===== config.mk =====
export PLATFORM = sky130hd
export DESIGN_NAME = serial_command_line_parser_top
export DESIGN_NICKNAME = d
export VERILOG_FILES = /design/src/rtl/core/scl_pkg.sv /design/src/rtl/core/serial_command_line_parser_top.sv
export SDC_FILE = /design/constraint.sdc
export NUM_CORES = 1
export LEC_CHECK = 0
export ABC_CLOCK_PERIOD_IN_PS = 6390
export BUFFER_PORTS_ARGS = -buffer_cell sky130_fd_sc_hd__buf_2
export CORE_UTILIZATION = 35
export CTS_CLUSTER_DIAMETER = 60
export DETAILED_ROUTE_END_ITERATION = 12
export GPL_ROUTABILITY_DRIVEN = 0
export PLACE_DENSITY_LB_ADDON = 0.2
export SYNTH_ARGS = -nofsm -noshare
export SYNTH_HDL_FRONTEND = slang
export SYNTH_SLANG_ARGS = --single-unit
export TNS_END_PERCENT = 30

===== constraint.sdc =====
create_clock -name clk_i -period 6.39 [get_ports clk_i]
set_clock_uncertainty 0.15 [all_clocks]
set_input_delay 0.3195 -clock clk_i [delete_from_list [all_inputs] [get_ports clk_i]]
set_output_delay 0.3195 -clock clk_i [all_outputs]
set_load 0.005 [all_outputs]

===== src/rtl/core/scl_pkg.sv =====
`timescale 1ns / 1ps
// ----------------------------------------------------------------------------
// scl_pkg
// types, codes and the decimal parse step shared by the command line parser
// ----------------------------------------------------------------------------
package scl_pkg;

  // one received byte
  typedef struct packed {
    logic [7:0] rx_byte;
    logic       receive_enable;
  } in_req_t;

  // one completed command
  typedef struct packed {
    logic [1:0]         command_kind;
    logic signed [31:0] first_value;
    logic signed [31:0] second_value;
    logic               brake_on;
    logic               auto_drive;
  } out_req_t;

  // message kinds, KindNone means no message open
  localparam logic [2:0] KindAngle = 3'd0;
  localparam logic [2:0] KindBrake = 3'd1;
  localparam logic [2:0] KindSpeed = 3'd2;
  localparam logic [2:0] KindDrive = 3'd3;
  localparam logic [2:0] KindNone  = 3'd4;

  // value parse phases
  localparam logic [1:0] PhBlanks = 2'd0;
  localparam logic [1:0] PhDigits = 2'd1;
  localparam logic [1:0] PhDone   = 2'd2;

  localparam logic [7:0] ChA     = 8'h41;
  localparam logic [7:0] ChB     = 8'h42;
  localparam logic [7:0] ChS     = 8'h53;
  localparam logic [7:0] ChD     = 8'h44;
  localparam logic [7:0] ChCr    = 8'h0D;
  localparam logic [7:0] ChComma = 8'h2C;
  localparam logic [7:0] ChSpace = 8'h20;
  localparam logic [7:0] ChPlus  = 8'h2B;
  localparam logic [7:0] ChMinus = 8'h2D;

  localparam logic [35:0] MagMax = 36'h0_7FFF_FFFF;

  // running state of one decimal value
  typedef struct packed {
    logic [1:0]  phase;
    logic        neg;
    logic [30:0] acc;
  } parse_t;

  // one byte of an atoi style parse, magnitude saturating at 2^31-1
  function automatic parse_t parse_step(input logic [7:0] c, input parse_t cur);
    parse_t      nxt;
    logic        digit;
    logic        blank;
    logic [35:0] prod;
    nxt   = cur;
    digit = (c >= 8'h30) && (c <= 8'h39);
    blank = (c == ChSpace) || ((c >= 8'h09) && (c <= 8'h0D));
    prod  = ({5'd0, cur.acc} << 3) + ({5'd0, cur.acc} << 1) + {32'd0, c[3:0]};
    case (cur.phase)
      PhBlanks: begin
        if (!blank) begin
          if (c == ChPlus) begin
            nxt.phase = PhDigits;
          end else if (c == ChMinus) begin
            nxt.neg   = 1'b1;
            nxt.phase = PhDigits;
          end else if (digit) begin
            nxt.acc   = {27'd0, c[3:0]};
            nxt.phase = PhDigits;
          end else begin
            nxt.phase = PhDone;
          end
        end
      end
      PhDigits: begin
        if (digit) begin
          nxt.acc = (prod > MagMax) ? MagMax[30:0] : prod[30:0];
        end else begin
          nxt.phase = PhDone;
        end
      end
      default: begin
        nxt = cur;
      end
    endcase
    return nxt;
  endfunction

  // apply the sign to a saturated magnitude
  function automatic logic [31:0] signed_value(input parse_t p);
    logic [31:0] mag;
    mag = {1'b0, p.acc};
    return p.neg ? (32'd0 - mag) : mag;
  endfunction

endpackage


===== src/rtl/core/serial_command_line_parser_top.sv =====
`timescale 1ns / 1ps
// ----------------------------------------------------------------------------
// serial_command_line_parser_top
// parses text commands A:angle,time B:brake S:speed D:drive ending in CR
// ----------------------------------------------------------------------------
// Takes one received byte per request and gives one command request for each
// line that ends in carriage return. A byte per cycle is sustained while the
// output register is free or draining: the byte is registered, then the parse
// logic (a times-ten add with saturation on each of the two values) updates
// the line state and loads the output register, so a carriage return passes
// through the input register before its command is loaded into the output
// register. While a finished command waits there and is not being drained,
// no byte is parsed, and the input register holds once a byte waits in it.
// Bytes with receive_enable low are dropped with no effect.
// A letter A, B, S or D, in that priority, or an open message picks the kind;
// any other byte outside a message clears the line. The first value starts at
// line position two, the second (angle time only) right after the first
// comma; missing values read as 0 and magnitudes saturate at 2^31-1. Bytes at
// positions LINE_LENGTH and beyond are not parsed. Brake and drive flags are
// held across commands and reported with every command.
module serial_command_line_parser_top #(
  parameter int LINE_LENGTH = 40
) (
  input  logic              clk_i,
  input  logic              rst_ni,
  input  logic              in_valid_i,
  output logic              in_ready_o,
  input  scl_pkg::in_req_t  in_req_i,
  output logic              out_valid_o,
  input  logic              out_ready_i,
  output scl_pkg::out_req_t out_req_o
);
  import scl_pkg::*;

  localparam int PosW = $clog2(LINE_LENGTH + 1);
  localparam logic [PosW-1:0] PosMax = PosW'(LINE_LENGTH);
  localparam logic [PosW-1:0] PosFirst = PosW'(2);

  // input register
  logic    in_valid_q, in_valid_d;
  in_req_t in_req_q;

  // line state
  logic [2:0]      kind_q, kind_d;
  logic [PosW-1:0] pos_q, pos_d;
  parse_t          first_q, first_d;
  parse_t          second_q, second_d;
  logic            comma_q, comma_d;
  logic            brake_q, brake_d;
  logic            drive_q, drive_d;

  // output register
  logic     out_valid_q, out_valid_d;
  out_req_t out_req_q, out_req_d;

  logic        proc_go;
  logic        out_load;
  logic [7:0]  c;
  logic [2:0]  pick;
  logic [31:0] v1;
  logic [31:0] v2;

  localparam parse_t ParseIdle = '{phase: PhBlanks, neg: 1'b0, acc: '0};

  // the parse stage may only run when the output slot is free or draining
  assign proc_go    = in_valid_q && (!out_valid_q || out_ready_i);
  assign in_ready_o = !in_valid_q || proc_go;

  assign in_valid_d = (in_valid_i && in_ready_o) ? 1'b1 :
                      proc_go                    ? 1'b0 : in_valid_q;

  assign c = in_req_q.rx_byte;

  // kind selection by letter priority, open message counts as that letter
  always_comb begin
    if (c == ChA || kind_q == KindAngle) begin
      pick = KindAngle;
    end else if (c == ChB || kind_q == KindBrake) begin
      pick = KindBrake;
    end else if (c == ChS || kind_q == KindSpeed) begin
      pick = KindSpeed;
    end else if (c == ChD || kind_q == KindDrive) begin
      pick = KindDrive;
    end else begin
      pick = KindNone;
    end
  end

  always_comb begin
    kind_d    = kind_q;
    pos_d     = pos_q;
    first_d   = first_q;
    second_d  = second_q;
    comma_d   = comma_q;
    brake_d   = brake_q;
    drive_d   = drive_q;
    out_load  = 1'b0;
    v1        = '0;
    v2        = '0;
    out_req_d = out_req_q;

    if (proc_go && in_req_q.receive_enable) begin
      if (pick == KindNone) begin
        // stray byte: drop the line
        kind_d   = KindNone;
        pos_d    = '0;
        first_d  = ParseIdle;
        second_d = ParseIdle;
        comma_d  = 1'b0;
      end else begin
        kind_d = pick;
        if (pos_q < PosMax) begin
          if (pos_q >= PosFirst) begin
            first_d = parse_step(c, first_q);
          end
          if (comma_q) begin
            second_d = parse_step(c, second_q);
          end else if (c == ChComma) begin
            comma_d = 1'b1;
          end
          pos_d = pos_q + PosW'(1);
        end

        if (c == ChCr) begin
          v1 = signed_value(first_d);
          case (pick)
            KindAngle: v2 = signed_value(second_d);
            KindBrake: brake_d = (v1[7:0] != 8'd0);
            KindDrive: drive_d = (v1 != 32'd0);
            default:   v2 = '0;
          endcase
          out_load               = 1'b1;
          out_req_d.command_kind = pick[1:0];
          out_req_d.first_value  = v1;
          out_req_d.second_value = v2;
          out_req_d.brake_on     = brake_d;
          out_req_d.auto_drive   = drive_d;
          // line done, start fresh
          kind_d   = KindNone;
          pos_d    = '0;
          first_d  = ParseIdle;
          second_d = ParseIdle;
          comma_d  = 1'b0;
        end
      end
    end
  end

  assign out_valid_d = out_load ? 1'b1 : (out_ready_i ? 1'b0 : out_valid_q);

  always_ff @(posedge clk_i or negedge rst_ni) begin
    if (!rst_ni) begin
      in_valid_q  <= 1'b0;
      kind_q      <= KindNone;
      pos_q       <= '0;
      first_q     <= ParseIdle;
      second_q    <= ParseIdle;
      comma_q     <= 1'b0;
      brake_q     <= 1'b0;
      drive_q     <= 1'b0;
      out_valid_q <= 1'b0;
    end else begin
      in_valid_q  <= in_valid_d;
      kind_q      <= kind_d;
      pos_q       <= pos_d;
      first_q     <= first_d;
      second_q    <= second_d;
      comma_q     <= comma_d;
      brake_q     <= brake_d;
      drive_q     <= drive_d;
      out_valid_q <= out_valid_d;
    end
  end

  // payload registers, no reset
  always_ff @(posedge clk_i) begin
    if (in_valid_i && in_ready_o) begin
      in_req_q <= in_req_i;
    end
    if (out_load) begin
      out_req_q <= out_req_d;
    end
  end

  assign out_valid_o = out_valid_q;
  assign out_req_o   = out_req_q;

endmodule


# Yosys cells after proc, flatten, opt, wreduce, memory -nomap -nowiden
# Cells that the tools add are included.
dict set report classes {
  addsub 7
  order_cmp 8
  n_eq_ne 26
  n_mux 61
  bitwise 1
  reduce_logical 29
}
# cell count
set ops {}
lappend ops {{34-bit two-way mux} 14}
lappend ops {{31-bit two-way mux} 9}
lappend ops {{31-bit one-hot mux with 2 select lines} 2}
lappend ops {{32-bit two-way mux} 3}
lappend ops {{35-bit by 4-bit adder with 36-bit output} 2}
lappend ops {{36-bit by 31-bit > comparator with 1-bit output, second input constant} 2}
lappend ops {{34-bit by 32-bit adder with 35-bit output} 2}
lappend ops {{1-bit by 31-bit subtractor with 32-bit output, first input constant} 2}
lappend ops {{8-bit by 6-bit == test with 1-bit output, second input constant} 4}
lappend ops {{8-bit by 7-bit == test with 1-bit output, second input constant} 4}
lappend ops {{32-bit nonzero test} 1}
lappend ops {{5-bit inequality test, second input constant} 4}
lappend ops {{1-bit two-way mux} 18}
lappend ops {{3-bit two-way mux} 6}
lappend ops {{6-bit two-way mux} 3}
lappend ops {{6-bit AND reduction} 2}
lappend ops {{5-bit by 1-bit inequality test with 1-bit output, second input constant} 2}
lappend ops {{3-bit by 2-bit == test with 1-bit output, second input constant} 3}
lappend ops {{8-bit by 4-bit == test with 1-bit output, second input constant} 1}
lappend ops {{8-bit by 4-bit greater-or-equal comparator with 1-bit output, second input constant} 1}
lappend ops {{8-bit by 6-bit greater-or-equal comparator with 1-bit output, second input constant} 1}
lappend ops {{8-bit by 4-bit less-or-equal comparator with 1-bit output, second input constant} 1}
lappend ops {{8-bit by 6-bit less-or-equal comparator with 1-bit output, second input constant} 1}
lappend ops {{2-bit two-way mux} 4}
lappend ops {{21 further kinds} 40}
dict set report word_totals {
  register_bits 159
  wordCells 153
}

# Longest topological paths before layout
# Gate-level depths: netlist (run 1).
dict set report logic_depth {
  depth_word 15
  depth_mapped 24
  ltp_nobuf 21
}

# Least setup slack after synthesis (run 1)
# OpenSTA, ideal clock, no wires.
dict set report synth_path {
  path_type {register to register}
  startpoint {reg in_req_q (netlist bit c[3])}
  endpoint {reg out_req_q (netlist bit out_req_o[0]) (data pin)}
  t_arrival_ns 5.735
  required_ns 5.978
  path_slack_ns 0.243
  stages_incl_launch_ff 24
  synth_period_minus_slack_ns 6.147
  path_cell_list {edfxtp_1 > clkbuf_1 > inv_1 > fa_1 > inv_1 > ha_1 > a211oi_1 > o21a_1 > a211o_1 > a2111oi_2 > or4_4 > a211oi_4 > buf_6 > nand2_4 > o31ai_2 > ha_1 > nand3_2 > or4_4 > buf_6 > nand2_1 > xor2_1 > or4_1 > nor4_4 > a21oi_1}
}
dict set report synth_between {
  elab_chain_len 15
}
# element line
set synth_lines {}
lappend synth_lines {{start, declared} serial_command_line_parser_top.sv:41} ;# in_req_t in_req_q;
lappend synth_lines {{start signal, assigned} serial_command_line_parser_top.sv:178} ;# in_req_q <= in_req_i;
lappend synth_lines {{branches (longest 14 deep; another with 35-bit by 4-bit adder with 36-bit output)} --}
lappend synth_lines {{1-bit two-way mux (*)} serial_command_line_parser_top.sv:126} ;# case (pick)
lappend synth_lines {{end signal, assigned} serial_command_line_parser_top.sv:181} ;# out_req_q <= out_req_d;
lappend synth_lines {{end, declared} serial_command_line_parser_top.sv:54} ;# out_req_t out_req_q, out_req_d;
# Every way passes the cells marked *. The select of a mux whose other input is x is not followed.
# A chain may end at the register's enable or synchronous reset.

# Worst setup path in the final report (run 1)
dict set report layout_path {
  startpoint {reg first_q[0] (netlist name)}
  endpoint {reg out_req_q (netlist bit out_req_o[0]) (data pin)}
}
dict set report layout_between {
  elab_chain_len 14
}
# element line
set layout_lines {}
lappend layout_lines {{start, declared} serial_command_line_parser_top.sv:46} ;# parse_t first_q, first_d;
lappend layout_lines {{start signal, assigned} serial_command_line_parser_top.sv:156} ;# first_q <= ParseIdle;
lappend layout_lines {{start signal, assigned} serial_command_line_parser_top.sv:166} ;# first_q <= first_d;
lappend layout_lines {{34-bit by 32-bit adder with 35-bit output} scl_pkg.sv:63} ;# prod = ({5'd0, cur.acc} << 3) + ({5'd0, cur.acc} << 1) + {32'd0, c[3:0]};
lappend layout_lines {{35-bit by 4-bit adder with 36-bit output} scl_pkg.sv:63}
lappend layout_lines {{36-bit by 31-bit > comparator with 1-bit output} scl_pkg.sv:82} ;# nxt.acc = (prod > MagMax) ? MagMax[30:0] : prod[30:0];
lappend layout_lines {{31-bit two-way mux} scl_pkg.sv:82}
lappend layout_lines {{31-bit two-way mux} scl_pkg.sv:81} ;# if (digit) begin
lappend layout_lines {{31-bit one-hot mux with 2 select lines} scl_pkg.sv:64} ;# case (cur.phase)
lappend layout_lines {{34-bit two-way mux} serial_command_line_parser_top.sv:113} ;# if (pos_q >= PosFirst) begin
lappend layout_lines {{34-bit two-way mux (*)} serial_command_line_parser_top.sv:112} ;# if (pos_q < PosMax) begin
lappend layout_lines {{34-bit two-way mux (*)} serial_command_line_parser_top.sv:103} ;# if (pick == KindNone) begin
lappend layout_lines {{34-bit two-way mux (*)} serial_command_line_parser_top.sv:102} ;# if (proc_go && in_req_q.receive_enable) begin
lappend layout_lines {{1-bit by 31-bit subtractor with 32-bit output} scl_pkg.sv:98} ;# return p.neg ? (32'd0 - mag) : mag;
lappend layout_lines {{32-bit two-way mux (*)} scl_pkg.sv:98}
lappend layout_lines {{32-bit nonzero test (*)} serial_command_line_parser_top.sv:129} ;# KindDrive: drive_d = (v1 != 32'd0);
lappend layout_lines {{1-bit two-way mux (*)} serial_command_line_parser_top.sv:126}
# Every way passes the cells marked *; elsewhere a longest branch is shown, timed or not. The select of a mux whose other input is x is not followed.

==> results.toml, run 1 <==
[status]
status = "finished clean"

[routing]
wl_per_cell_um = 19.78
vias = 12620
antenna_left = 0
drtIter0Drc = 912
first_pass_iters = 6
drc = 0
wl_um = 43660
viasPerCell = 5.716

[logic_synthesis]
synthXorXnorAreaFrac = 0.06789
netlist_instances = 1582
yosysWarnings = 0
synth_flop_cell = "dfrtp_1"
async_reset_ff_frac = 0.5157
synth-edff-count = 77
avgSynthCellArea_um2 = 8.562
synth-simple-area-share = 0.1998
synth_top_family_by_area = "compound AO/OA/AOI/OAI gates"
syn_nets = 1724
synth_mux_area_frac = 0.008129
synth_area_mm2 = 0.01355
ys_types = 92
ys_seq_area_frac = 0.3223
synth_fa_ha_area_frac = 0.1214
postSynthRegisterBits = 159
synth-compound-area-share = 0.2446

[min_path]
hp-class = "in -> reg"

[placed_design]
placed_cells = 2163
place_hpwl_um = 33900
io_buffers = 82
placed_area_mm2 = 0.01478

[clock_tree]
cts.sinks = 159
worstSkewPairLatency_ns = 0.45
cts_buffer_depth = 2
tritoncts = "built"
clk_pin_slew_worst_paths_ns = 0.07
htreeDepth = 4
cts-root-buf = "clkbuf_16"
cts_buffers = 17
post_cts_buffers = 0

[critical_path]
start_kind = "flop"
endpoint_kind = "flop"
path_delay_family = "compound AO/OA/AOI/OAI gates"
cpPeakStageDelay_ns = 0.57
cp.required_ns = 6.43
critical-path-slowest-cell = "fa_1"
crit_type = "reg -> reg"
cp_cell_sequence = "inv_1 -> fa_1 -> inv_1 -> ha_1 -> a211oi_2 -> o21a_1 -> a211o_1 -> a2111oi_4 -> or4_4 -> a211oi_4 -> and2_1 -> a41o_1 -> ha_2 -> and3_1 -> a21oi_1 -> a2111o_1 -> or4_1 -> nand4b_1 -> nor4_4 -> a21oi_1"
cp_max_fo = 8
cp_data_arrival_time_ns = 6.18
cp_num_buf_inv = 2

[layout]
areaGrowthSynthToFinish_pct = 14.58
drive_above_1_share = 0.1351
nFillCells = 3815
multi_input_area_mm2 = 0.008765
fin_area_mm2 = 0.01552
register_area_mm2 = 0.004365
final_nets = 1824
finalNonFillerCells = 2207
fin_util = 0.4101

[power]
ir_drop_uv = 179.0
powerDensity_mw_per_mm2 = 152.1
p_leak_nw = 7.088
power_mw = 2.362

[timing]
fmaxAchievable_mhz = 162.8
hold_viol_final = 0
rsz0062_at_grt = "true"
slew_headroom = 0.2086
fin_crit_sh = 0.9612
finalSetupViolCount = 0
slew_violations = 0
setup-tns-final_ns = 0
tightest_slew_ns = 1.187
min_period_ns = 6.142

[floorplanning]
initial_core_util = 0.3579
die-area_mm2 = 0.03949
die_y_um = 198.7
die_w_um = 198.7
num_rows = 71
core_mm2 = 0.03784
ios = 83

[global_route]
antenna_found_initial = 0
grt_pass1_wl_um = 68590
grtUsageTotal = 0.2239
grt_overflow = 0
grt_max_degree = 71
grt_pass1_vias = 12130

[run]
max_cap_viol_count = 0
## final cells by class
cell class	instances	area share
Timing Repair Buffer	158	0.06514
Inverter	39	0.009432
Antenna cell	1	0.0001612
Clock inverter	14	0.009109
Sequential cell	159	0.2813
Clock buffer	18	0.02902
Tap cell	511	0.04119
Multi-Input combinational cell	1307	0.5647
## synthesized netlist by cell type, drive strengths merged, types with 9 or more instances
library cell | count | area [um2]
nand2 | 209 | 792.0
o21ai | 144 | 724.4
nor2 | 137 | 514.2
ha | 125 | 1564
a21oi | 114 | 570.6
dfrtp | 81 | 2027
edfxtp | 77 | 2312
clkbuf | 60 | 225.2
xor2 | 57 | 499.2
xnor2 | 48 | 420.4
inv | 39 | 146.4
a21o | 35 | 262.8
a31oi | 35 | 225.2
nand4 | 35 | 219.0
nand3 | 32 | 177.7
a22o | 29 | 255.3
nor3 | 28 | 140.1
o31ai | 23 | 205.2
and3 | 17 | 106.4
buf | 17 | 115.1
and2 | 14 | 87.58
or3 | 14 | 87.58
nor4 | 13 | 102.6
nand2b | 12 | 75.07
nor2b | 12 | 75.07
o211ai | 10 | 75.07
o22ai | 10 | 62.56
a211oi | 9 | 80.08
or4 | 9 | 78.82
## report_power, final
part	leakage, nW	switching [mW]	total [mW]	internal [mW]
combinational	5.00	0.158	0.223	0.0642
sequential	1.80	0.0122	1.09	1.08
clock	0.286	0.506	1.05	0.542
## through the flow
stage                     hold slack [ns]  worst slack [ns]
after floorplan                   -0.1261            0.2426
after global placement            0.07902            0.3813
after detailed placement          0.07890            0.2222
after CTS                         0.02981            0.1961
after global routing              0.07566          -0.02646
final                             0.04423            0.2476
## tightest hold or removal path: cells and delay by family
family	cells	cell delay, ns
simple gates	2	0.19
buf+inv	1	0.08
## per-layer routing
layer  track usage  wire length, um  vias up
li1              -                -     6097
met1        0.2809            19090     6133
met2        0.3907            21570      326
met3       0.02984             1665       59
met4       0.08006             1334        0
met5             0                0        -
## what timing repair did
item	4_1_cts	5_1_grt
setup endpoints to repair	0	4
endpoints found under the hold margin	27	0
resized for setup	0	6
hold buffers	11	0
## cells in the final DEF (no fill, tap or decap), types with 7 or more instances in the layout
cell type,n
nand3b_1,7
and3_1,17
a21oi_1,113
or3_1,14
inv_1,38
a21o_1,35
dlygate4sd3_1,11
nor2_1,136
edfxtp_1,77
buf_4,66
nor2b_1,12
a31oi_1,34
nor4_1,10
nor3_1,26
and2_1,14
o21ai_0,137
a22o_1,28
nand2b_1,12
xor2_1,57
nand2_1,207
clkbuf_16,18
xnor2_1,48
o22ai_1,10
ha_1,124
nand3_1,29
o31ai_1,20
buf_2,81
o211ai_1,10
o21a_1,8
nand4_1,35
dfrtp_1,81
a211oi_1,7
## state kept, by name, indices dropped and copies added (netlist names)
register and flops:
out_req_o 68, out_valid_o 1, drive_q 1, comma_q 1, kind_q 3, first_q 34, brake_q 1, in_req_q 1
pos_q 6, c 8, in_valid_q 1, second_q 34
## worst paths after layout
check / start / to / slack (ns) / depth (start not counted)
min in group asynchronous: rst_ni / first_q[29] / 0.15 / 2
setup reg to reg: first_q[0] / out_req_o[0] / 0.25 / 20
hold reg to reg: brake_q / brake_q / 0.32 / 2
max in group asynchronous: rst_ni / second_q[21] / 4.70 / 3
setup / recovery: first_q[0] / out_req_o[0] / 0.25 / 20
hold / removal: out_ready_i / in_valid_q / 0.04 / 3
## logic make-up (layout without fill, tap and decap cells)
kind of cell	Yosys count	count (layout)
AND/OR/NAND/NOR	563	563
AO/OA/AOI/OAI	500	500
flip-flops	159	159
adder cells (fa/ha/maj)	129	129
buffers and inverters	116	229
XOR/XNOR	105	105
multiplexers	10	10
other	0	1
Power figures use the tool's default switching activity.
==> run 2: changes to the inputs <==
- ABC_AREA: unset -> 1
==> run 2 against run 1 <==
Compared with the run above:
- sequential share of layout area shrank 2.5 points
- register-to-register slack improved by 0.68 ns
- wire length up 13%
==> results.toml, run 2 <==
[logic_synthesis]
syn_nets = 2430
async_reset_ff_frac = 0.5157
synth.top_cell.area_share = 0.1569
synth_area_mm2 = 0.01534
ys_types = 58
yosysWarnings = 0
synth_common_cells = "nand2_1, inv_1, nor2_1"
netlist_instances = 2288
avgSynthCellArea_um2 = 6.704
synth_largest_area_cell = "nand2_1"
postSynthRegisterBits = 159
synth-edff-count = 77
synth_flop_cell = "dfrtp_1"
yosys-top-cells-area = "nand2_1, edfxtp_1, dfrtp_1"
synth.most_common_cell = "nand2_1"
ys_seq_area_frac = 0.2846

[layout]
areaGrowthSynthToFinish_pct = 10.95
drive_above_1_share = 0.1026
largest_register_ffs = 68
layout_commonest_cell = "nand2_1"
antenna_cells = 0
fin_util = 0.3942
final_nets = 2497
mostFrequentLayoutCells = "nand2_1, inv_1, nor2_1, a21oi_1, ha_1"
nFillCells = 4612

[floorplanning]
core_mm2 = 0.04317
die-area_mm2 = 0.04467
die_y_um = 211.4
num_rows = 76
die_w_um = 211.4
initial_core_util = 0.3553
ios = 83

[clock_tree]
worstSkewPairLatency_ns = 0.45
cts_buffers = 17
cts_buffer_depth = 2
cts.sinks = 159
htreeDepth = 4
cts-root-buf = "clkbuf_16"
clk_pin_slew_worst_paths_ns = 0.08
post_cts_buffers = 0
tritoncts = "built"

[timing]
rsz0062_at_grt = "false"
min_period_ns = 5.460
setup-tns-final_ns = 0
hold_viol_final = 0
tightest_slew_ns = 1.043
fin_crit_sh = 0.8545
slew_headroom = 0.3046
slew_violations = 0
finalSetupViolCount = 0
fmaxAchievable_mhz = 183.1

[global_route]
antenna_found_initial = 0
grt_overflow = 0
grt_max_degree = 69
grt_pass1_wl_um = 79070
grtUsageTotal = 0.2245
grt_pass1_vias = 14880

[critical_path]
critical-path-slowest-cell = "nor2_4"
cp.required_ns = 6.45
crit_type = "reg -> reg"
endpoint_kind = "flop"
cpPeakStageDelay_ns = 0.58
start_kind = "flop"
crit_path_frequent_cell = "nand2_1"
cp_max_fo = 27
cp_data_arrival_time_ns = 5.52

[run]
max_cap_viol_count = 0

[routing]
wl_um = 49450
drc = 0
vias = 15300
drtIter0Drc = 1244
wl_per_cell_um = 16.75
viasPerCell = 5.180
first_pass_iters = 8
antenna_left = 0

[power]
ir_drop_uv = 122.9
p_leak_nw = 9.203
power_mw = 2.330
powerDensity_mw_per_mm2 = 136.9

[status]
status = "finished clean"

[min_path]
hp-class = "in -> async"

[placed_design]
place_hpwl_um = 38320
io_buffers = 82
-- run 2: area by class of cell --
cell class,instances,area [um2],share of cell area
clock buffer,17,425.4,0.02499
clock inverter,15,151.4,0.008895
inverter,317,1190,0.06991
multi-input combinational,1751,9510,0.5588
sequential,159,4365,0.2565
tap,585,732.0,0.04301
timing repair buffer,109,645.6,0.03793
-- run 2: where the power goes --
group	internal [mW]	leakage [nW]	switching, mW	total, mW
combinational	0.0536	7.00	0.162	0.216
sequential	1.08	1.93	0.00910	1.09
clock	0.549	0.279	0.479	1.03
total	1.68	9.20	0.650	2.33
-- run 2: final timing paths --
kind / start / endpoint / slack, ns / cells past startpoint
max in group asynchronous: rst_ni / first_q[8] / 4.72 / 3
setup reg to reg: c[3] / out_req_o[0] / 0.93 / 32
hold reg to reg: drive_q / drive_q / 0.34 / 2
setup / recovery: c[3] / out_req_o[0] / 0.93 / 32
min in group clk_i: drive_q / drive_q / 0.34 / 2
hold / removal: rst_ni / second_q[15] / 0.20 / 2
-- run 2: through the flow --
| stage | hold slack (ns) | std cells | area [um2] | worst slack [ns] |
|---|---|---|---|---|
| after floorplan | -0.1261 | 2288 | 15350 | 0.8838 |
| after global placement | 0.1345 | 2909 | 16320 | 1.030 |
| after detailed placement | 0.1407 | 2909 | 16320 | 0.9492 |
| after CTS | 0.1969 | 2953 | 17020 | 0.9357 |
| after global routing | 0.2226 | 2953 | 17020 | 0.3771 |
| final | 0.2010 | 2953 | 17020 | 0.9296 |
-- run 2: logic make-up (layout without fill, tap and decap cells) --
logic type                 count (synthesis)  after routing  share of synthesized area
and+or+nand+nor                         1197           1197                     0.3342
DFF                                      159            159                     0.2846
xor gates and xnor gates                  56             56                    0.03320
buffers and inverters                    378            458                    0.09698
adders and majority gates                129            129                     0.1072
AOI/OAI and AO/OA                        369            369                     0.1439
-- run 2: layer usage --
metal,share of wire,track usage,vias up
met4,0.028,0.07346,0
met1,0.43,0.2734,7120
met3,0.036,0.02314,85
met5,0,0,-
li1,-,-,7693
met2,0.51,0.4100,399
-- run 2: critical path: cells and delay by family (launching register included) --
kind          cells  cell delay [ns]
fa+ha+maj         3             1.25
simple gates     25             2.97
buf+inv           4             0.34
flops             1             0.53
-- run 2: repair_timing --
item	CTS	global route
endpoints found under the hold margin	38	0
hold buffers	12	0
gates resized for setup	0	0
==> run 3: changes to the inputs <==
==> constraint.sdc (replaced) <==
create_clock -name clk_i -period 6.39 [get_ports clk_i]
set_clock_uncertainty 0.15 [all_clocks]
set_input_delay 1.5975 -clock clk_i [delete_from_list [all_inputs] [get_ports clk_i]]
set_output_delay 1.5975 -clock clk_i [all_outputs]
set_load 0.005 [all_outputs]
==> run 3 against run 2 <==
Compared with the run above:
- design area decreased by 0.46%
- clock power about the same
- total power increased by 1.4%
- largest cell class unchanged
==> results.toml, run 3 (synthesis gave the netlist of run 2 again) <==
[status]
status = "finished clean"

[timing]
finalSetupViolCount = 0
fmaxAchievable_mhz = 180.7
min_period_ns = 5.535
rsz0062_at_grt = "false"
setup-tns-final_ns = 0
fin_crit_sh = 0.8663
tightest_slew_ns = 1.007
fin_ws_ns = 0.8545
hold_viol_final = 0
slew_headroom = 0.3286
slew_violations = 0

[layout]
register_area_mm2 = 0.004365
multi_input_area_mm2 = 0.009510
drive_above_1_share = 0.1043
layout_commonest_cell = "nand2_1"
final_nets = 2488
mostFrequentLayoutCells = "nand2_1, inv_1, nor2_1, a21oi_1, ha_1"
areaGrowthSynthToFinish_pct = 10.44
largest_register_ffs = 68
finalNonFillerCells = 2944
nFillCells = 4668
antenna_cells = 0

[placed_design]
post-place-ws_ns = 0.9440
placed_cells = 2912
io_buffers = 82
place_hpwl_um = 38590

[critical_path]
cp.required_ns = 6.45
cp_max_fo = 27
endpoint_kind = "flop"
crit_type = "reg -> reg"
critical-path-slowest-cell = "fa_1"
cpPeakStageDelay_ns = 0.62
r2r_cells = 34
crit_path_frequent_cell = "nand2_1"
cp_data_arrival_time_ns = 5.60
start_kind = "flop"
crit_path_start = "c[3]"
r2r-start = "c[3]"

[floorplanning]
die_w_um = 211.4
num_rows = 76
die-area_mm2 = 0.04467
core_mm2 = 0.04317
initial_core_util = 0.3553
ios = 83
die_y_um = 211.4

[run]
max_cap_viol_count = 0

[routing]
drc = 0
drtIter0Drc = 1265
wl_per_cell_um = 16.75
vias = 15280
wl_um = 49320
antenna_left = 0
first_pass_iters = 5
viasPerCell = 5.192

[power]
p_sw_mw = 0.6419
p_leak_nw = 9.174
power.share.sequential = 0.460
power.share.switching = 0.2716
powerDensity_mw_per_mm2 = 139.5
p_clk_frac = 0.451
internal_power_mw = 1.722
combPwrFrac = 0.089
ir_drop_uv = 164.6

[global_route]
antenna_found_initial = 0
grtUsageTotal = 0.2257
grt_overflow = 0
grt_pass1_vias = 14920
grt_max_degree = 69
grt_pass1_wl_um = 79580

[clock_tree]
clk_pin_slew_worst_paths_ns = 0.07
htreeDepth = 4
cts-root-buf = "clkbuf_16"
cts_resized = 0
post_cts_buffers = 0
postCtsHoldBufs = 0
worstSkewPairLatency_ns = 0.45
cts_buffer_depth = 2
tritoncts = "built"
cts.sinks = 159
cts_buffers = 17

[min_path]
min_path_cells = 2
hp-class = "reg -> reg"
worstHoldStart = "brake_q"
## run 3: final timing paths
| path | slack, ns | end |
|---|---|---|
| worst max-delay path | 0.85 | out_req_o[0] |
| worst min-delay path | 0.34 | brake_q |
| worst max register to register | 0.85 | out_req_o[0] |
| worst min register to register | 0.34 | brake_q |
| max in group asynchronous | 4.04 | first_q[10] |
| min in group asynchronous | 1.05 | second_q[24] |
## run 3: power by group through the flow
stage                     clock [mW]  combinational, mW  sequential [mW]
after detailed placement           0              0.210             1.11
after CTS                       1.08              0.211             1.09
final                           1.06              0.211             1.09
after global routing            1.11              0.238             1.09
after global placement             0              0.209             1.11
after floorplan                    0              0.142             1.10
## run 3: layout make-up
| cell class | count | share of cell area |
|---|---|---|
| clock inverters | 14 | 0.009232 |
| well taps | 585 | 0.04321 |
| clock buffers | 18 | 0.02592 |
| multi-input cells | 1751 | 0.5614 |
| flip-flops and latches | 159 | 0.2577 |
| inverters | 317 | 0.07024 |
| repair buffers | 100 | 0.03235 |
## run 3: per-layer routing
metal,global-route usage,vias up,part of all wire
met3,0.02759,85,0.036
met1,0.2752,7187,0.43
met2,0.4051,347,0.51
met5,0,-,0
met4,0.08171,0,0.029
li1,-,7665,-
## run 3: stage by stage
stage               cell area [um2]  utilization  hold slack, ns  total power [mW]
floorplan                     15350            -          0.2991             1.246
global placement              16350       0.3786          0.3186             1.316
detailed placement            16350       0.3786          0.3214             1.318
CTS                           16940       0.3924          0.3378             2.376
global route                  16940       0.3924          0.3714             2.436
finish                        16940       0.3924          0.3385             2.363
## run 3: critical path: cells and delay by family, from the launching register on
kind / cells / cell delay (ns)
flip-flops: 1 / 0.53
buffers and inverters: 4 / 0.30
AND/OR/NAND/NOR: 26 / 2.96
AO/OA/AOI/OAI: 1 / 0.23
adder cells (fa/ha/maj): 3 / 1.12
